### src/hdl/slnt_ram.sv
`timescale 1ns / 1ps

module slnt_ram #(
  parameter int WIDTH = 8,
  parameter int DEPTH = 64
) (
  input  logic                     clk,
  input  logic                     we,
  input  logic [$clog2(DEPTH)-1:0] waddr,
  input  logic [WIDTH-1:0]         wdata,
  input  logic [$clog2(DEPTH)-1:0] raddr,
  output logic [WIDTH-1:0]         rdata
);

  logic [WIDTH-1:0] mem [DEPTH];
  logic [WIDTH-1:0] rdata_r;

  always_ff @(posedge clk) begin
    if (we) begin
      mem[waddr] <= wdata;
    end
    rdata_r <= mem[raddr];
  end

  assign rdata = rdata_r;

endmodule

### config.mk
export PLATFORM = sky130hd
export DESIGN_NAME = slnt_ram
export DESIGN_NICKNAME = d
export VERILOG_FILES = /design/src/hdl/slnt_ram.sv
export SDC_FILE = /design/constraint.sdc
export NUM_CORES = 1
export LEC_CHECK = 0
export BUFFER_PORTS_ARGS = -buffer_cell sky130_fd_sc_hd__buf_2
export CAP_MARGIN = 40
export CORE_MARGIN = 2
export CORE_UTILIZATION = 25
export DETAILED_ROUTE_END_ITERATION = 10
export MAX_ROUTING_LAYER = met4
export SYNTH_ARGS = -nofsm -noshare
export SYNTH_HDL_FRONTEND = slang
export SYNTH_SLANG_ARGS = --single-unit
### constraint.sdc
create_clock -name clk -period 2.6 [get_ports clk]
set_input_delay 0.13 -clock clk [delete_from_list [all_inputs] [get_ports clk]]
set_output_delay 0.13 -clock clk [all_outputs]
set_load 0.02 [all_outputs]
==> summary.md <==
| Metric | Value |
|---|---|
| Met2 global-route usage | `approximately 19%` |
| CTS hold repair buffers | `2` |
| Total grt overflow | `0` |
| Initial core utilization | `25.2%` |
| Die boundary width | `288 um` |
| Post-cts sizing count | `0` |
| Final HPWL DP | `between 30000 and 40000 um` |
| Inserted Clock Buffers | `53` |
| Least setup slack across all paths after layout | `0.553 ns` |
| Multiplexer share of the synthesized area | `15.9%` |
| # setup viols final | `0` |
| Post-layout min period | `2.05 ns` |
| Total leakage power | `0.00750 uW` |
| DRC violation total after the first TritonRoute iteration | `1033` |
| Crit Path Max Fanout | `1` |
| Ys flop type | `edfxtp_1` |
| CTS H-tree depth | `2` |
| Via count of the first global-routing pass | `10237` |
| Hold crit path type | `input pin to flip-flop` |
| Endpoint arrival time on the critical path | `2.50 ns` |
| Simple-Gate Fraction of Synth Area | `3.39%` |
| Synth top area cells | `edfxtp_1 76%, mux4_2 14%, nor2_1 1.5%` |
| Critical path start-end classification | `flip-flop to flip-flop` |
| Number of sinks on the clock net | `520` |
| Number of buffers added for setup after CTS | `0` |
| Maximum number of pins on one net before global-route repair | `42` |
| Number of ports placed on the die boundary | `30` |
| Vias per cell | `approximately 4.5` |
| Post-route clock period utilization | `78.7%` |
| Post-synthesis net count | `slightly below 1000` |
| Accumulated negative setup slack | `0 ns` |
| Via count of the routed design | `9869` |
| Post-Layout Cell Count | `about 2200` |
| Final routed DRC violation total | `0` |
| Count of nets after finishing | `about 1100` |
| Area of combinational cells with multiple inputs | `4320 um2` |
| Relative slew slack | `43.7%` |
| Die outline height | `288 um` |
| Dominant combinational cell family by area after synthesis | `multiplexers` |
| Count leader, synth | `edfxtp_1` |
| Total placed cells including tap cells | `around 2100` |
| Register bit total from synthesis | `520` |
| Measured slew at the worst slew-check pin | `0.842 ns` |
| Worst setup slack before clock tree synthesis | `0.0705 ns` |
| Global placer's final weighted congestion | `0.843` |
| VDD IR max | `0.000521 V` |
| Antenna violations before repair | `5` |
| Register clock-pin slew on the reported worst setup and hold paths | `0.06 ns` |
| Total count of hold-check failures in the final report | `0` |
| Number of distinct standard cells referenced by the synthesized netlist | `40` |
| CTS max path bufs | `3` |
| Fraction of final layout cells sized beyond drive strength 1 | `30.6%` |
| Critical Path Start Type | `flip-flop` |
| Synth top cells by count | `512 x edfxtp_1, 126 x mux4_2, 83 x nor2_1, 23 x mux2i_1, 19 x nand2_1` |
| Share of Yosys cell area claimed by the top area cell type | `between 70% and 80%` |
| Number of buffer cells added on primary ports | `29` |
| Fraction of met1 tracks used by global routing | `15.6%` |
| Required time reported for the critical path endpoint | `3.06 ns` |
| Overall Global Routing Usage | `11.8%` |
| Largest area contributor in the synthesized netlist | `edfxtp_1` |
| Number of detailed-route iterations in the first pass | `5` |
| Most utilized layer in the global route result | `met2` |
| GRT met3 Usage | `2.52%` |
| Post-detailed-route wirelength per cell | `around 22 um` |
| Clock tree from TritonCTS | `built` |
| Warning count from the yosys run | `0` |
| Filler cells | `between 7000 and 8000` |
| Fraction of the yosys area taken by sequential cells | `a little under 80%` |
| Max Cap Viol | `0` |
| Placeable Area | `80200 um2` |
| Netlist area before placement | `20200 um2` |
| DIE AREA | `around 83000 um2` |
| Number of placement rows | `104` |
| Wire length after detailed routing | `between 40000 and 50000 um` |
| Final setup skew | `0.0137 ns` |
| Syn Inst Count | `940` |
| Fraction of the mapped netlist area in compound gates | `2.07%` |
| First-pass GRT wire length | `69800 um` |
| Crit end category | `flip-flop` |
| Synthesized area divided by synthesized cell count | `21.5 um2` |
| Area growth syn-to-layout | `19.0%` |
| Area share of fa/ha/maj cells after synthesis | `0%` |
| Area taken by flip-flops and latches | `about 16000 um2` |
| Clock insertion delay at the later pin of the skew report | `0.59 ns` |
| Power Density | `between 700 and 800 nW/um2` |
| Status | `completed` |
| Fraction of synthesized cell area in xor and xnor cells | `0%` |
| RSZ-0062 raised after global routing | `no` |
| Number of synthesized flops with an enable pin | `512` |
| Proportion of register bits with asynchronous set or reset after synthesis | `0%` |
| Root Driver | `clkbuf_16` |
| Highest attainable clock frequency | `489 MHz` |
| Number of nets still failing antenna checks after routing | `0` |
| Fin. max-slew vios | `0` |
-- registers in the layout, summed over array words and instances, names as in the netlist --
| register | flops |
|---|---|
| mem | 512 |
| rdata | 8 |
-- kinds of logic (layout without fill, tap and decap cells) --
kind of cell,count (synthesis),after routing
compound gates,54,54
buf+inv,51,229
flops,520,520
mux,162,162
other cells,0,5
simple gates,153,153
-- path summary, 6_finish.rpt --
kind / startpoint / to / slack [ns] / cells past startpoint
worst max-delay path: mem[7][7]$_DFFE_PP_ / rdata[7]$_DFF_P_ / 0.55 / 4
worst min-delay path: wdata[7] / mem[3][7]$_DFFE_PP_ / 0.03 / 1
worst max register to register: mem[7][7]$_DFFE_PP_ / rdata[7]$_DFF_P_ / 0.55 / 4
worst min register to register: mem[26][4]$_DFFE_PP_ / rdata[4]$_DFF_P_ / 0.86 / 3
-- worst max-delay path, stage by stage, from the launching register on --
cell and delay, ns:
edfxtp_1 0.36, mux4_2 0.47, mux2_2 0.32, o311ai_1 0.65, nand2_1 0.12
-- through the flow --
| stage | total power [uW] | hold WS [ns] | util (%) | cell area [um2] |
|---|---|---|---|---|
| after floorplan | 9980 | 0.229 | - | 20200 |
| after global placement | 10400 | 0.482 | 27.8 | 22300 |
| after detailed placement | 10400 | 0.495 | 27.8 | 22300 |
| after CTS | 17800 | 0.00520 | 29.9 | 24000 |
| after global routing | 18200 | 0.0402 | 29.9 | 24000 |
| final | 17700 | 0.0258 | 29.9 | 24000 |
-- placed cells by master, fill, tap and decap left out, types with 3 or more instances in the layout --
cell type  count
nand3b_1       3
o2bb2ai_1      3
o221ai_1       8
a221oi_1       6
nor2_1        83
diode_2        5
buf_4         93
o2111ai_1      3
buf_12        14
mux2_2        13
nand3_1       13
clkinv_1      11
mux2i_1       23
a211oi_1       4
nand2b_1       7
clkbuf_1      15
nand2_1       19
clkinv_2       5
a22oi_1        3
dfxtp_1        8
bufinv_16      5
edfxtp_1     512
mux4_2       126
buf_2         26
a21oi_1        3
clkbuf_16     55
nor2b_1       14
o22ai_1        8
nor3_1         7
-- routing by layer --
layer	part of all wire, %	vias to the layer above
met5	0	-
met4	2.0	0
met3	6.3	82
met2	48	338
met1	43	5236
li1	-	4213
-- power breakdown --
part	total, uW	internal [uW]	switching, uW
combinational	927	374	553
sequential	9320	9280	44.8
clock	7400	4340	3060
-- area by class of cell --
class	instances	share of cell area [%]
multi-input combinational	369	18.0
clock inverter	23	0.975
timing repair buffer	136	4.76
tap	1060	5.53
sequential	520	64.7
antenna	5	0.0521
clock buffer	70	5.97
Note: power is estimated with default switching activity, not from simulation.
