`config.mk`:
```
export PLATFORM = sky130hd
export DESIGN_NAME = slnt_front
export DESIGN_NICKNAME = d
export VERILOG_FILES = /design/src/hdl/slnt_pkg.sv /design/src/hdl/slnt_front.sv
export SDC_FILE = /design/constraint.sdc
export NUM_CORES = 1
export LEC_CHECK = 0
export ABC_AREA = 1
export BUFFER_PORTS_ARGS = -buffer_cell sky130_fd_sc_hd__buf_4
export CAP_MARGIN = 10
export CORE_AREA = 8 8 158 160
export DETAILED_ROUTE_END_ITERATION = 10
export DIE_AREA = 0 0 166 168
export HOLD_SLACK_MARGIN = 0.15
export PLACE_DENSITY = 0.73
export SLEW_MARGIN = 20
export SYNTH_ARGS = -nofsm -noshare
export SYNTH_HDL_FRONTEND = slang
export SYNTH_SLANG_ARGS = --single-unit
```
`constraint.sdc`:
```
create_clock -name clk -period 7 [get_ports clk]
set_input_delay 0.7 -clock clk [delete_from_list [all_inputs] [get_ports clk]]
set_output_delay 0.7 -clock clk [all_outputs]
set_load 0.05 [all_outputs]
```
`src/hdl/slnt_pkg.sv`:
```
`timescale 1ns / 1ps

package slnt_pkg;

  // Default table depth.
  localparam int CAPACITY_DEF = 64;

  // Field widths of the words on the ports.
  localparam int CMD_W    = 2;
  localparam int KEY_W    = 32;
  localparam int PAGE_W   = 31;
  localparam int SLOT_W   = 31;
  localparam int EIDX_W   = 8;
  localparam int STATUS_W = 3;
  localparam int FIDX_W   = 7;
  localparam int COUNT_W  = 7;
  localparam int ENTRY_W  = KEY_W + PAGE_W + SLOT_W;

  // Command codes on the input port.
  localparam logic [CMD_W-1:0] CMD_INSERT  = 2'd0;
  localparam logic [CMD_W-1:0] CMD_LOCATE  = 2'd1;
  localparam logic [CMD_W-1:0] CMD_READ    = 2'd2;
  localparam logic [CMD_W-1:0] CMD_SETNEXT = 2'd3;

  // Status codes on the result port.
  localparam logic [STATUS_W-1:0] ST_OK           = 3'd0;
  localparam logic [STATUS_W-1:0] ST_FULL         = 3'd1;
  localparam logic [STATUS_W-1:0] ST_NO_RECORD    = 3'd2;
  localparam logic [STATUS_W-1:0] ST_BAD_POINTER  = 3'd3;
  localparam logic [STATUS_W-1:0] ST_RESERVED_KEY = 3'd4;

  // Operations after classification by the front end.
  localparam int OP_W = 3;
  localparam logic [OP_W-1:0] OP_INSERT  = 3'd0;
  localparam logic [OP_W-1:0] OP_LOCATE  = 3'd1;
  localparam logic [OP_W-1:0] OP_READ    = 3'd2;
  localparam logic [OP_W-1:0] OP_SETNEXT = 3'd3;
  localparam logic [OP_W-1:0] OP_REJ_KEY = 3'd4;
  localparam logic [OP_W-1:0] OP_REJ_PTR = 3'd5;

  // One classified command as it sits in the queue.
  typedef struct packed {
    logic [OP_W-1:0]          op;
    logic signed [KEY_W-1:0]  key;
    logic [PAGE_W-1:0]        page;
    logic [SLOT_W-1:0]        slot;
    logic [EIDX_W-1:0]        idx;
    logic [PAGE_W-1:0]        next_page;
  } cmd_t;

endpackage

```
`src/hdl/slnt_front.sv`:
```
`timescale 1ns / 1ps

module slnt_front (
  input  logic                                clk,
  input  logic                                rst_n,
  input  logic                                in_valid,
  output logic                                in_ready,
  input  logic [slnt_pkg::CMD_W-1:0]          in_command,
  input  logic signed [slnt_pkg::KEY_W-1:0]   in_key,
  input  logic [slnt_pkg::PAGE_W-1:0]         in_record_page,
  input  logic [slnt_pkg::SLOT_W-1:0]         in_record_slot,
  input  logic [slnt_pkg::EIDX_W-1:0]         in_entry_index,
  input  logic signed [slnt_pkg::KEY_W-1:0]   in_next_page,
  output logic                                q_valid,
  input  logic                                q_pop,
  output slnt_pkg::cmd_t                      q_data
);
  import slnt_pkg::*;

  localparam int QDEPTH = 2;

  cmd_t        fifo_r [QDEPTH];
  logic        wr_ptr_r, wr_ptr_nxt;
  logic        rd_ptr_r, rd_ptr_nxt;
  logic [1:0]  cnt_r, cnt_nxt;
  logic        push;
  cmd_t        cls;

  // Decode the command and settle the checks that need no table state.
  always_comb begin
    cls.key       = in_key;
    cls.page      = in_record_page;
    cls.slot      = in_record_slot;
    cls.idx       = in_entry_index;
    cls.next_page = in_next_page[PAGE_W-1:0];
    case (in_command)
      CMD_INSERT:  cls.op = (in_key == '0) ? OP_REJ_KEY : OP_INSERT;
      CMD_LOCATE:  cls.op = OP_LOCATE;
      CMD_READ:    cls.op = OP_READ;
      CMD_SETNEXT: cls.op = in_next_page[KEY_W-1] ? OP_REJ_PTR : OP_SETNEXT;
      default:     cls.op = OP_LOCATE;
    endcase
  end

  assign in_ready = (cnt_r != 2'(QDEPTH));
  assign push     = in_valid && in_ready;
  assign q_valid  = (cnt_r != '0);
  assign q_data   = fifo_r[rd_ptr_r];

  always_comb begin
    wr_ptr_nxt = push  ? ~wr_ptr_r : wr_ptr_r;
    rd_ptr_nxt = q_pop ? ~rd_ptr_r : rd_ptr_r;
    cnt_nxt    = cnt_r + 2'(push) - 2'(q_pop);
  end

  always_ff @(posedge clk) begin
    if (!rst_n) begin
      wr_ptr_r <= 1'b0;
      rd_ptr_r <= 1'b0;
      cnt_r    <= '0;
    end else begin
      wr_ptr_r <= wr_ptr_nxt;
      rd_ptr_r <= rd_ptr_nxt;
      cnt_r    <= cnt_nxt;
    end
  end

  always_ff @(posedge clk) begin
    if (push) begin
      fifo_r[wr_ptr_r] <= cls;
    end
  end

endmodule

```
==> results_dict.tcl <==
set metrics [dict create \
    outcome "finished, final reports clean" \
    final_max_slew_viol_count 0 \
    rows 55 \
    grt_overflow_total 0 \
    setup_viol 0 \
    die_area_um2 27900 \
    cp-start-kind "flip-flop" \
    clkPwrFrac_pct 30.4 \
    routedWlPerCell_um 20.3 \
    p_int_w 0.00296 \
    final_cells 1082 \
    num_vias 5368 \
    synth_area_um2 10300 \
    nNetsFinal 922 \
    cap_violations 0 \
    first_iter_violations 296 \
    antenna_left 0 \
    layout_commonest_cell "buf_4" \
    drc 0 \
    required_ps 6300 \
    grt_setup_unrepaired "false" \
    ioPinCount 278 \
    p_leak_nw 5.09 \
    busiest_layer "met2" \
    hold_viol_final 0 \
    wirelength_um 21900 \
    worst-path-max-fanout 70 \
    path_clk_slew_ps 60 \
    grt_usage_pct 15.1 \
    synth_seq_cells 277 \
    grt_use_met3_pct 4.12 \
    p_comb_share_pct 20.0 \
    p_switching_w 0.00113 \
    yosys_warnings 0 \
    gp_congestion 0.742 \
    cts_setup_buffers 0 \
    ys_seq_area_share_pct 80.1 \
    worstMarginPinSlew_ps 1080 \
    grtUsageMet2_pct 25.9 \
    hold_ws_ps 366 \
    clkSinkCount 277 \
    cts_resized 0 \
    layout_min_cycle_time_ps 3820 \
    tritoncts "built" \
    post-dp-hpwl_um 15500 \
    firstDrtPassIters 6 \
    power.density_nw_per_um2 304 \
    grt_pass1_vias 5928 \
    cts_buffers 26 \
    drive_above_1_share_pct 57.4 \
    fin_worst_skew_ps 9.61 \
    synth_nets 628 \
    synth_cell_types 18 \
    viasPerCell 4.96 \
    postSynthCellCount 487 \
    crit_arrival_ps 3120 \
    initial_core_util_pct 46.1 \
    finalCritPeriodShare_pct 54.6 \
    utilization_pct 60.1 \
    crit_path_end_kind "primary output" \
    antenna_found_initial 1 \
    hold_buffers 0 \
    coreArea_um2 22400 \
    grt_max_degree 78 \
    area_growth_pct 30.2 \
    p_sw_share_pct 27.7 \
    power_frac_seq_pct 49.6 \
    dp_cells 1038 \
    relSlewSlack_pct 27.8 \
    grt_pass1_wl_um 33300 \
    layout_common_cells "282 x buf_4, 272 x edfxtp_1, 96 x mux2_2, 40 x mux2_4, 27 x clkbuf_16" \
    clockBufferDepth 3 \
    hold_class "in2reg" \
    insertion_delay_ps 520 \
    nFillCells 1605 \
    peakVddDrop_uv 199 \
    final.setup.tns_ps 0 \
    fmaxAchievable_mhz 262 \
    port_buffers 277 \
    cts-root-buf "clkbuf_16" \
    htreeDepth 1 \
    synth_area_per_cell_um2 21.2 \
    die_height_um 168 \
    grtUsageMet1_pct 18.4 \
    die_w_um 166 \
    critPathKind "reg2out" \
]
==> registers in the layout, summed over array words and instances (netlist names), named ones only <==
register / count
rd_ptr_r: 1
fifo_r: 272
cnt_r: 2
wr_ptr_r: 1
==> cell type report <==
class | instances | area, µm² | area share (%)
Antenna cell | 1 | 2.50 | 0.0186
Clock buffer | 31 | 691 | 5.14
Clock inverter | 12 | 52.6 | 0.391
Inverter | 4 | 15.0 | 0.112
Multi-Input combinational cell | 190 | 1940 | 14.4
Sequential cell | 277 | 8270 | 61.5
Tap cell | 285 | 357 | 2.65
Timing Repair Buffer | 282 | 2120 | 15.7
==> routing by layer <==
| metal | vias up | wire, µm | share of wire (%) |
|---|---|---|---|
| met3 | 41 | 1540 | 7.0 |
| met5 | - | 0 | 0 |
| met2 | 212 | 10800 | 49 |
| met4 | 0 | 611 | 2.8 |
| li1 | 2474 | - | - |
| met1 | 2641 | 9000 | 41 |
==> path summary, 6_finish.rpt <==
path              cells after the start             end  slack, ps                from
setup / recovery                      3      q_data[40]       3180           flip-flop
hold / removal                        1   fifo_r[1][51]        370  in_record_slot[12]
setup reg to reg                      5  fifo_r[1][103]       4920            cnt_r[0]
hold reg to reg                       2       flip-flop        510            rd_ptr_r
==> worst max-delay path, cell delays in order (launching register included) <==
cell and delay, ps:
dfxtp_4 950, buf_4 940, mux2_2 440, buf_4 200
==> kinds of logic after synthesis <==
group	count (synthesis)	synth area share, %
xor+xnor	1	0.0849
simple gates	46	1.79
buf+inv	20	1.27
fa+ha+maj	1	0.121
mux	136	16.3
flops	277	80.1
compound gates	6	0.315
==> power groups by stage <==
| stage | Clock (W) | Combinational (W) | Sequential [W] |
|---|---|---|---|
| after floorplan | 0 | 0.000563 | 0.00207 |
| after global placement | 0 | 0.000812 | 0.00206 |
| after detailed placement | 0 | 0.000827 | 0.00206 |
| after CTS | 0.00128 | 0.000829 | 0.00203 |
| after global routing | 0.00134 | 0.000855 | 0.00204 |
| final | 0.00124 | 0.000817 | 0.00203 |
==> Yosys cell counts (all sizes together) <==
cell type | number | share of area [%]
xnor2 | 1 | 0.085
mux2 | 136 | 16
o21ai | 2 | 0.097
a21oi | 3 | 0.15
buf | 15 | 1.1
ha | 1 | 0.12
nand3 | 1 | 0.048
o21bai | 1 | 0.073
edfxtp | 272 | 79
nor3b | 1 | 0.073
inv | 4 | 0.15
or2 | 3 | 0.18
nand2 | 16 | 0.58
nor2 | 25 | 0.91
dfxtp | 5 | 0.97
clkbuf | 1 | 0.036
==> per-stage QoR <==
step	setup WS (ps)	instance area, µm²	total power (W)
final	3180	13400	0.00409
after detailed placement	3630	12700	0.00289
after CTS	3070	13400	0.00414
after floorplan	-249	10300	0.00263
after global routing	2990	13400	0.00423
after global placement	3740	12700	0.00287
Note: power is estimated with default switching activity, not from simulation.
