## config.mk

```make
export PLATFORM = sky130hd
export DESIGN_NAME = slnt_back
export DESIGN_NICKNAME = d
export VERILOG_FILES = /design/src/hdl/slnt_pkg.sv /design/src/hdl/slnt_back.sv
export SDC_FILE = /design/constraint.sdc
export NUM_CORES = 1
export LEC_CHECK = 0
export BUFFER_PORTS_ARGS = -buffer_cell sky130_fd_sc_hd__buf_2
export CAP_MARGIN = 30
export CORE_AREA = 2 2 187 189
export DETAILED_ROUTE_END_ITERATION = 6
export DIE_AREA = 0 0 189 191
export PLACE_DENSITY = 0.77
export SLEW_MARGIN = 20
export SYNTH_ARGS = -nofsm -noshare
export SYNTH_HDL_FRONTEND = slang
export SYNTH_SLANG_ARGS = --single-unit
```

## constraint.sdc

```tcl
create_clock -name clk -period 19.9 [get_ports clk]
set_clock_uncertainty 0.1 [all_clocks]
set_input_delay 0.995 -clock clk [delete_from_list [all_inputs] [get_ports clk]]
set_output_delay 0.995 -clock clk [all_outputs]
set_load 0.01 [all_outputs]
```

## src/hdl/slnt_pkg.sv

```systemverilog
`timescale 1ns / 1ps

package slnt_pkg;

  // Default table depth.
  localparam int CAPACITY_DEF = 64;

  // Field widths of the words on the ports.
  localparam int CMD_W    = 2;
  localparam int KEY_W    = 32;
  localparam int PAGE_W   = 31;
  localparam int SLOT_W   = 31;
  localparam int EIDX_W   = 8;
  localparam int STATUS_W = 3;
  localparam int FIDX_W   = 7;
  localparam int COUNT_W  = 7;
  localparam int ENTRY_W  = KEY_W + PAGE_W + SLOT_W;

  // Command codes on the input port.
  localparam logic [CMD_W-1:0] CMD_INSERT  = 2'd0;
  localparam logic [CMD_W-1:0] CMD_LOCATE  = 2'd1;
  localparam logic [CMD_W-1:0] CMD_READ    = 2'd2;
  localparam logic [CMD_W-1:0] CMD_SETNEXT = 2'd3;

  // Status codes on the result port.
  localparam logic [STATUS_W-1:0] ST_OK           = 3'd0;
  localparam logic [STATUS_W-1:0] ST_FULL         = 3'd1;
  localparam logic [STATUS_W-1:0] ST_NO_RECORD    = 3'd2;
  localparam logic [STATUS_W-1:0] ST_BAD_POINTER  = 3'd3;
  localparam logic [STATUS_W-1:0] ST_RESERVED_KEY = 3'd4;

  // Operations after classification by the front end.
  localparam int OP_W = 3;
  localparam logic [OP_W-1:0] OP_INSERT  = 3'd0;
  localparam logic [OP_W-1:0] OP_LOCATE  = 3'd1;
  localparam logic [OP_W-1:0] OP_READ    = 3'd2;
  localparam logic [OP_W-1:0] OP_SETNEXT = 3'd3;
  localparam logic [OP_W-1:0] OP_REJ_KEY = 3'd4;
  localparam logic [OP_W-1:0] OP_REJ_PTR = 3'd5;

  // One classified command as it sits in the queue.
  typedef struct packed {
    logic [OP_W-1:0]          op;
    logic signed [KEY_W-1:0]  key;
    logic [PAGE_W-1:0]        page;
    logic [SLOT_W-1:0]        slot;
    logic [EIDX_W-1:0]        idx;
    logic [PAGE_W-1:0]        next_page;
  } cmd_t;

endpackage

```

## src/hdl/slnt_back.sv

```systemverilog
`timescale 1ns / 1ps

module slnt_back #(
  parameter int CAPACITY = slnt_pkg::CAPACITY_DEF
) (
  input  logic                                clk,
  input  logic                                rst_n,
  input  logic                                q_valid,
  output logic                                q_pop,
  input  slnt_pkg::cmd_t                      q_data,
  output logic                                ram_we,
  output logic [$clog2(CAPACITY)-1:0]         ram_waddr,
  output logic [slnt_pkg::ENTRY_W-1:0]        ram_wdata,
  output logic [$clog2(CAPACITY)-1:0]         ram_raddr,
  input  logic [slnt_pkg::ENTRY_W-1:0]        ram_rdata,
  output logic                                out_valid,
  input  logic                                out_ready,
  output logic [slnt_pkg::STATUS_W-1:0]       out_status,
  output logic [slnt_pkg::FIDX_W-1:0]         out_found_index,
  output logic signed [slnt_pkg::KEY_W-1:0]   out_found_key,
  output logic [slnt_pkg::PAGE_W-1:0]         out_found_page,
  output logic [slnt_pkg::SLOT_W-1:0]         out_found_slot,
  output logic [slnt_pkg::COUNT_W-1:0]        out_entry_count,
  output logic [slnt_pkg::PAGE_W-1:0]         out_sibling_page
);
  import slnt_pkg::*;

  localparam int AW = $clog2(CAPACITY);
  localparam int CW = $clog2(CAPACITY + 1);
  localparam int IW = (CW > EIDX_W) ? CW : EIDX_W;

  localparam logic [2:0] S_IDLE = 3'd0;
  localparam logic [2:0] S_INS  = 3'd1;
  localparam logic [2:0] S_PUT  = 3'd2;
  localparam logic [2:0] S_LOC  = 3'd3;
  localparam logic [2:0] S_RD   = 3'd4;
  localparam logic [2:0] S_DONE = 3'd5;

  logic [2:0]             state_r, state_nxt;
  cmd_t                   cmd_r, cmd_nxt;
  logic [AW-1:0]          j_r, j_nxt;
  logic [CW-1:0]          count_r, count_nxt;
  logic [PAGE_W-1:0]      sib_r, sib_nxt;
  logic [STATUS_W-1:0]    res_status_r, res_status_nxt;
  logic [FIDX_W-1:0]      res_fidx_r, res_fidx_nxt;
  logic [ENTRY_W-1:0]     res_entry_r, res_entry_nxt;
  logic                   out_valid_r, out_valid_nxt;
  logic                   out_load;
  logic [STATUS_W-1:0]    out_status_r;
  logic [FIDX_W-1:0]      out_fidx_r;
  logic [ENTRY_W-1:0]     out_entry_r;
  logic [COUNT_W-1:0]     out_count_r;
  logic [PAGE_W-1:0]      out_sib_r;
  logic signed [KEY_W-1:0] rd_key;
  logic [ENTRY_W-1:0]     new_entry;

  assign rd_key    = ram_rdata[ENTRY_W-1 -: KEY_W];
  assign new_entry = {cmd_r.key, cmd_r.page, cmd_r.slot};

  always_comb begin
    state_nxt      = state_r;
    cmd_nxt        = cmd_r;
    j_nxt          = j_r;
    count_nxt      = count_r;
    sib_nxt        = sib_r;
    res_status_nxt = res_status_r;
    res_fidx_nxt   = res_fidx_r;
    res_entry_nxt  = res_entry_r;
    out_valid_nxt  = out_valid_r && !out_ready;
    out_load       = 1'b0;
    q_pop          = 1'b0;
    ram_we         = 1'b0;
    ram_waddr      = '0;
    ram_wdata      = new_entry;
    ram_raddr      = j_r;

    case (state_r)
      S_IDLE: begin
        if (q_valid) begin
          q_pop          = 1'b1;
          cmd_nxt        = q_data;
          res_status_nxt = ST_OK;
          res_fidx_nxt   = '0;
          res_entry_nxt  = '0;
          state_nxt      = S_DONE;
          case (q_data.op)
            OP_INSERT: begin
              if (count_r == CW'(CAPACITY)) begin
                res_status_nxt = ST_FULL;
              end else if (count_r == '0) begin
                ram_we    = 1'b1;
                ram_wdata = {q_data.key, q_data.page, q_data.slot};
                count_nxt = count_r + CW'(1);
              end else begin
                // Walk down from the top entry, moving larger keys up.
                ram_raddr = AW'(count_r - CW'(1));
                j_nxt     = AW'(count_r - CW'(1));
                state_nxt = S_INS;
              end
            end
            OP_LOCATE: begin
              if (count_r == '0) begin
                res_status_nxt = ST_NO_RECORD;
              end else begin
                ram_raddr = '0;
                j_nxt     = '0;
                state_nxt = S_LOC;
              end
            end
            OP_READ: begin
              if (IW'(q_data.idx) >= IW'(count_r)) begin
                res_status_nxt = ST_NO_RECORD;
              end else begin
                ram_raddr = AW'(q_data.idx);
                state_nxt = S_RD;
              end
            end
            OP_SETNEXT: sib_nxt = q_data.next_page;
            OP_REJ_KEY: res_status_nxt = ST_RESERVED_KEY;
            OP_REJ_PTR: res_status_nxt = ST_BAD_POINTER;
            default:    res_status_nxt = ST_OK;
          endcase
        end
      end

      S_INS: begin
        ram_we    = 1'b1;
        ram_waddr = j_r + AW'(1);
        if (rd_key > cmd_r.key) begin
          ram_wdata = ram_rdata;
          if (j_r == '0) begin
            state_nxt = S_PUT;
          end else begin
            j_nxt     = j_r - AW'(1);
            ram_raddr = j_r - AW'(1);
          end
        end else begin
          count_nxt = count_r + CW'(1);
          state_nxt = S_DONE;
        end
      end

      S_PUT: begin
        ram_we    = 1'b1;
        ram_waddr = '0;
        count_nxt = count_r + CW'(1);
        state_nxt = S_DONE;
      end

      S_LOC: begin
        if (rd_key == cmd_r.key) begin
          res_fidx_nxt = FIDX_W'(j_r);
          state_nxt    = S_DONE;
        end else if (rd_key > cmd_r.key) begin
          res_status_nxt = ST_NO_RECORD;
          res_fidx_nxt   = FIDX_W'(j_r);
          state_nxt      = S_DONE;
        end else if (CW'(j_r) + CW'(1) == count_r) begin
          res_status_nxt = ST_NO_RECORD;
          res_fidx_nxt   = FIDX_W'(count_r);
          state_nxt      = S_DONE;
        end else begin
          j_nxt     = j_r + AW'(1);
          ram_raddr = j_r + AW'(1);
        end
      end

      S_RD: begin
        res_entry_nxt = ram_rdata;
        state_nxt     = S_DONE;
      end

      S_DONE: begin
        if (!out_valid_r || out_ready) begin
          out_load      = 1'b1;
          out_valid_nxt = 1'b1;
          state_nxt     = S_IDLE;
        end
      end

      default: state_nxt = S_IDLE;
    endcase
  end

  always_ff @(posedge clk) begin
    if (!rst_n) begin
      state_r     <= S_IDLE;
      count_r     <= '0;
      sib_r       <= '0;
      out_valid_r <= 1'b0;
    end else begin
      state_r     <= state_nxt;
      count_r     <= count_nxt;
      sib_r       <= sib_nxt;
      out_valid_r <= out_valid_nxt;
    end
  end

  always_ff @(posedge clk) begin
    cmd_r        <= cmd_nxt;
    j_r          <= j_nxt;
    res_status_r <= res_status_nxt;
    res_fidx_r   <= res_fidx_nxt;
    res_entry_r  <= res_entry_nxt;
    if (out_load) begin
      out_status_r <= res_status_r;
      out_fidx_r   <= res_fidx_r;
      out_entry_r  <= res_entry_r;
      out_count_r  <= COUNT_W'(count_r);
      out_sib_r    <= sib_r;
    end
  end

  assign out_valid        = out_valid_r;
  assign out_status       = out_status_r;
  assign out_found_index  = out_fidx_r;
  assign out_found_key    = out_entry_r[ENTRY_W-1 -: KEY_W];
  assign out_found_page   = out_entry_r[SLOT_W +: PAGE_W];
  assign out_found_slot   = out_entry_r[SLOT_W-1:0];
  assign out_entry_count  = out_count_r;
  assign out_sibling_page = out_sib_r;

`ifndef SYNTHESIS
  a_count_bound: assert property (@(posedge clk) disable iff (!rst_n)
    count_r <= CW'(CAPACITY))
    else $error("entry count above capacity");

  a_count_step: assert property (@(posedge clk) disable iff (!rst_n)
    !$stable(count_r) |-> count_r == $past(count_r) + CW'(1))
    else $error("entry count moved by other than one insert");

  a_write_states: assert property (@(posedge clk) disable iff (!rst_n)
    ram_we |-> (state_r == S_IDLE || state_r == S_INS || state_r == S_PUT))
    else $error("table write outside an insert");

  a_shift_not_full: assert property (@(posedge clk) disable iff (!rst_n)
    (state_r == S_INS || state_r == S_PUT) |-> count_r != CW'(CAPACITY))
    else $error("shift started on a full table");
`endif

endmodule

```

==> results.md, run 1 <==
- Worst setup EP type: primary output
- # H-tree levels: 2
- RSZ-0062 raised after global routing: no
- Clk slew on worst S/H paths: 0.06 ns
- Internal power: 1.951 mW
- EDFF count, synth: 346
- Worst vdd ir: 0.08091 mV
- Vias: 13,050
- Max Fclk: 183.3 MHz
- XOR/XNOR share of the synthesized area: 0.9669%
- Final Slew Violations: 0
- First drt pass iteration count: 5
- Worst-case reg-to-reg path depth: 5
- Die Wd: 189 µm
- Critical path type: input pin to primary output
- Post-CTS Hold Fix Bufs: 0
- Unique masters post-synth: 80
- Cell leakage power: 8.691 nW
- Simple-gate share of the synthesized area: between 10% and 20%
- Initial drt markers: 1,235
- First-pass GRT wire length: 74.60 mm
- Top FF cell, synth: edfxtp_1
- DRT met1 WL: 20.59 mm
- Syn Std Cell Area: between 15,000 and 20,000 µm²
- I/O Pins: 485
- Cell Rows: 68
- Sw Ratio: 34.29%
- Reg power frac: 44.2%
- Seq/Total Area, Yosys: 66.76%
- Routability congestion estimate: 0.9467
- Vias in the first global route: about 12,000
- Share of the synthesized area in the top cell type: 61.76%
- Die Ht: 191 µm
- Critical path endpoint: ram_wdata[69]
- Highest routed layer: met4
- Worst-margin pin slew: ~0.93 ns
- Reg-to-reg slack, setup: 16.03 ns
- Vias/cell: 5.745
- Critical path required time: between 15 and 20 ns
- Setup TNS: 0 ns
- Synth Area in Compound Gates: 13.74%
- Layout cells sized above 1: 32.43%
- Cells resized by post-CTS repair: 0
- Starting Density: between 40% and 50%
- Top cells by area in the synthesized netlist: edfxtp_1 (62%), dfxtp_1 (5.0%), a22oi_1 (4.3%)
- Relative slew slack: 38.08%
- Post-synthesis adder-cell area fraction: 3.273%
- Setup Buffers After CTS: 0
- Final setup violating endpoints: 0
- Num CTS Buffers: 41
- Most common cell after layout, fill and taps aside: buf_2
- Largest family of logic cells by synthesized area: compound AO/OA/AOI/OAI gates
- Switching power: 1.018 mW
- Status: completed
- Power Dens Cells: 141.8 nW/µm²
- Comb power frac: between 30% and 40%
- Post-Route WL: 51.24 mm
- Largest area contributor in the netlist: edfxtp_1
- DR WL met2: 24.76 mm
- Yosys reg bits: 388
- Input/output buffers: 484
- Fin crit share: 27.42%
- Avg Inst Size Synth: approximately 13 µm²
- Async set-reset flop share out of synthesis: 0%
- Final hold vios: 0
- Nets: 2,056
- Largest fanout on the critical path: 76
- Mux cell area share after synthesis: 0.1190%
- Core area: 34,120 µm²
- Routed Antenna Nets: 0
- Worst Setup SP: ram_rdata[93]
- Clock Latency Late Sink: 0.53 ns
- GRT Total Usage: between 20 and 30%
- Crit path arrival time: 4.36 ns
- DR WL/cell: 22.56 µm
- Total Die Area: 36,100 µm²
- Synth warn: 0
- Hpwl dp: about 37 mm
- Growth of design area from synthesis to finish: 24.47%
- Cells after synthesis: ~1,300
- Largest net degree at the start of global routing: 107
- Period minus WS final: 5.456 ns
- Maxcap violations: 0
- Beginning of the worst register-to-register path: state_r[2]
- Net Count, Synth: 1,601
- DRC violation count after routing: 0
- Hold Crit Class: flip-flop to flip-flop
- CTS Sinks: 388
- Startpoint types: input pin
- Met3 Routed Length: 3.983 mm
- Initial antenna violation count: 6
- Clk buf depth: 3
- Clk pwr share: 24.7%
- GRT overflow: 0
- Clock Tree Root: clkbuf_16
- Hold Crit Start: res_entry_r[48]
- Reg2reg end: out_entry_r[90]
- DP Worst Slack: roughly 15 ns
- Commonest non-fill, non-tap cells in the layout: buf_2 (485), edfxtp_1 (346), inv_1 (110)
- Setup ws final: 14.44 ns
- CTS tree: done
cell type report:
type	count	area (µm²)
clock buffer	52	1097
antenna	9	22.52
fill	2685	13180
multi-input combinational	736	4793
sequential	388	11230
inverter	112	422.9
timing repair buffer	499	2604
clock inverter	20	195.2
tap	455	569.3
how the worst min path moves through the flow:
stage | endpoint | slack (ns) | cells after the start
3_3_place_gp | out_entry_r[63] | 0.30 | 0
3_5_place_dp | out_entry_r[13] | 0.30 | 0
5_1_grt | out_entry_r[35] | 0.32 | 0
6_report | out_entry_r[48] | 0.31 | 0
2_1_floorplan | out_entry_r[0] | 0.30 | 0
4_1_cts | out_entry_r[48] | 0.31 | 0
worst max-delay path, cell delays in order:
cell and delay (ns):
buf_2 0.14, ha_1 0.48, nand4_1 0.23, nor2_4 0.23
nand2_1 0.11, o211ai_2 0.21, o211a_4 0.49, buf_4 0.76
a22oi_1 0.12, o21ai_0 0.28, buf_2 0.23
flip-flops by register name, summed over array words and instances, names as in the netlist, 3 cells and up:
signal	cells
res_fidx_r	7
res_entry_r	94
out_entry_r	94
out_status	3
count_r	7
out_found_index	7
sib_r	31
out_sibling_page	31
cmd_r	94
state_r	3
res_status_r	3
j_r	6
out_entry_count	7
power by group through the flow:
| stage | Sequential, mW | Combinational [mW] | Clock (mW) |
|---|---|---|---|
| 2_1_floorplan | 1.33 | 0.538 | 0 |
| 3_3_place_gp | 1.33 | 0.872 | 0 |
| 3_5_place_dp | 1.34 | 0.892 | 0 |
| 4_1_cts | 1.33 | 0.897 | 0.747 |
| 5_1_grt | 1.33 | 0.994 | 0.779 |
| 6_report | 1.31 | 0.923 | 0.734 |
Yosys cell counts, types with 3 or more instances:
| cell type | number |
|---|---|
| nor3_1 | 12 |
| buf_6 | 8 |
| o21a_1 | 6 |
| dfxtp_1 | 42 |
| a31oi_1 | 5 |
| nand2b_1 | 4 |
| nand3b_1 | 3 |
| and3_1 | 96 |
| o211ai_1 | 12 |
| and2_1 | 8 |
| a21o_1 | 7 |
| buf_4 | 6 |
| nand3_1 | 11 |
| a2bb2oi_1 | 4 |
| inv_1 | 111 |
| a21oi_1 | 74 |
| xnor2_1 | 14 |
| or3_1 | 6 |
| edfxtp_1 | 346 |
| o21ai_1 | 63 |
| and3_4 | 3 |
| o31ai_1 | 4 |
| a211oi_1 | 3 |
| nand2_1 | 89 |
| clkbuf_1 | 54 |
| ha_1 | 44 |
| buf_1 | 4 |
| buf_2 | 14 |
| nand4_1 | 11 |
| nor4_1 | 6 |
| a22oi_1 | 97 |
| nor2_1 | 44 |
| o21ai_0 | 50 |
kinds of logic (layout without fill, tap and decap cells):
| logic type | Yosys count | after routing |
|---|---|---|
| compound gates | 359 | 359 |
| mux | 2 | 2 |
| other cells | 0 | 9 |
| flops | 388 | 388 |
| buf+inv | 199 | 683 |
| fa+ha+maj | 44 | 44 |
| simple gates | 314 | 314 |
| xor+xnor | 17 | 17 |
per-layer routing:
metal  global-route usage, %  up-vias
li1                        -     5885
met3                   4.094      115
met2                   45.20      689
met5                       0        -
met4                   10.61        0
met1                   36.44     6357
stage by stage:
step | hold WS (ns) | instance area, µm² | cells | total power [mW] | util [%]
after global placement | 0.3003 | 19510 | 2184 | 2.204 | 57.18
after detailed placement | 0.3045 | 19590 | 2188 | 2.236 | 57.42
after CTS | 0.3113 | 20880 | 2260 | 2.973 | 61.21
after floorplan | 0.3003 | 16820 | 1323 | 1.864 | -
final | 0.3111 | 20940 | 2271 | 2.969 | 61.37
after global routing | 0.3222 | 20930 | 2267 | 3.106 | 61.34
(Power assumes the default switching activity.)
==> inputs of run 2 (changes only) <==
- CORE_AREA: 2 2 187 189 -> not set
- CORE_UTILIZATION: not set -> 47
- DIE_AREA: 0 0 189 191 -> not set
- PLACE_DENSITY: 0.77 -> 0.76
- clock period: 19.9 -> 4.95 ns (I/O delays scaled with it)
==> results.md, run 2 (synthesis results as in run 1) <==
- Commonest non-fill, non-tap cells in the layout: buf_2 (484), edfxtp_1 (346), dlygate4sd3_1 (215)
- First-pass GRT wire length: roughly 83 mm
- Input/output buffers: 484
- Relative slew slack: roughly 31%
- Starting Density: around half
- Fin crit share: 86.66%
- Top Registers: cmd_r (94), out_entry_r (94), res_entry_r (94)
- Initial antenna violation count: 7
- Period minus WS final: 4.290 ns
- Final Slew Violations: 0
- DRC violation count after routing: 0
- Largest net degree at the start of global routing: around 110
- Largest fanout on the critical path: between 70 and 80
- CTS tree: done
- Max Fclk: 233.1 MHz
- Growth of design area from synthesis to finish: 37.81%
- Clk buf depth: 3
- Hpwl dp: 36.31 mm
- Vias in the first global route: 14,190
- Routed Antenna Nets: 0
- Setup TNS: 0 ns
- Post-CTS Hold Fix Bufs: 215
- Routability congestion estimate: slightly below 1
- Clock Tree Root: clkbuf_16
- I/O Pins: 485
- Worst setup EP type: primary output
- Clk slew on worst S/H paths: ~0.06 ns
- Most common cell after layout, fill and taps aside: buf_2
- Num CTS Buffers: 40
- Vias: about 14,000
- Total Die Area: around 37,000 µm²
- Post-route cell area: 23,180 µm²
- Reg-to-reg slack, setup: 1.69 ns
- First drt pass iteration count: 6
- Cell leakage power: slightly below 10 nW
- Post-Route WL: 57.60 mm
- Status: completed
- Crit path arrival time: 3.94 ns
- Worst vdd ir: 0.3283 mV
- Setup Buffers After CTS: 0
- Nets: 2,277
- Worst-case reg-to-reg path depth: 9
- DR WL/cell: 23.11 µm
- Layout cells sized above 1: 29.25%
- Hold Crit Class: input pin to flip-flop
- Maxcap violations: 0
- Startpoint types: flip-flop
- # H-tree levels: 2
- GRT overflow: 0
- Critical path type: flip-flop to primary output
- Core area: 34,880 µm²
- Final hold vios: 0
- DP Area: 19,620 µm²
- Power Dens Cells: 532.7 nW/µm²
- Critical path required time: roughly 4.6 ns
- Vias/cell: 5.802
- Clock Latency Late Sink: 0.55 ns
- Final setup violating endpoints: 0
- Die Ht: 191.2 µm
- Initial drt markers: 1,595
- GRT Total Usage: a little under a third
- Worst hold stages: 2
- RSZ-0062 raised after global routing: no
- Cells resized by post-CTS repair: 0
- CTS Sinks: 388
- Cell Rows: 68
- Die Wd: approximately 190 µm
- Worst-margin pin slew: 1.039 ns
[run 2: changes by cell type in the layout (fill, tap and decap cells not counted), sizes merged, moves of 2 or more]
| cell | before | now |
|---|---|---|
| diode | 9 | 7 |
| inv | 115 | 113 |
| dlygate4sd3 | 0 | 215 |
| buf | 498 | 504 |
| clkbuf | 52 | 55 |
| clkinvlp | 0 | 2 |
[run 2: final timing paths]
path | startpoint | to
worst max-delay path | cmd_r[118] | ram_wdata[36]
worst min-delay path | ram_rdata[4] | res_entry_r[4]
worst max register to register | j_r[0] | res_fidx_r[3]
worst min register to register | res_entry_r[55] | out_entry_r[55]
[run 2: cell type report]
class	count	area [µm²]
sequential	388	11230
clock inverter	21	235.2
timing repair buffer	721	4840
antenna	7	17.52
clock buffer	53	1070
inverter	112	422.9
fill	2410	11700
tap	455	569.3
multi-input combinational	736	4793
[run 2: metrics by stage]
step	std cells	hold WS (ns)	power, mW	util (%)	setup slack (ns)
3_5_place_dp	2192	0.3045	9.050	56.23	1.349
3_3_place_gp	2191	0.3004	8.959	56.19	1.391
6_report	2493	0.03422	12.35	66.46	0.6601
2_1_floorplan	1323	0.2464	7.458	-	1.302
5_1_grt	2493	0.01446	12.81	66.46	0.4301
4_1_cts	2481	0.009721	12.18	66.14	0.7362
[run 2: worst max-delay path: stages (launching register included)]
cell and delay, ns:
edfxtp_1 0.39, inv_1 0.12, ha_1 0.27, a21o_1 0.19
a221o_1 0.30, a31oi_2 0.23, o211ai_2 0.16, o21ai_2 0.40
nor2_1 0.13, o21a_4 0.34, buf_12 0.23, o21ai_1 0.37
buf_2 0.20
[run 2: power breakdown]
group	switching, mW	total, mW	internal [mW]
Clock	1.26	3.01	1.75
Combinational	2.63	4.03	1.41
Sequential	0.435	5.31	4.87
Total	4.33	12.3	8.02
[run 2: routing by layer]
metal  vias to the layer above  wire (µm)  global-route usage (%)
li1                       6317          -                       -
met1                      6902      21020                   37.10
met4                         2       3075                   16.48
met3                       224       5385                   5.783
met2                      1019      28110                   51.24
met5                         -         13                       0
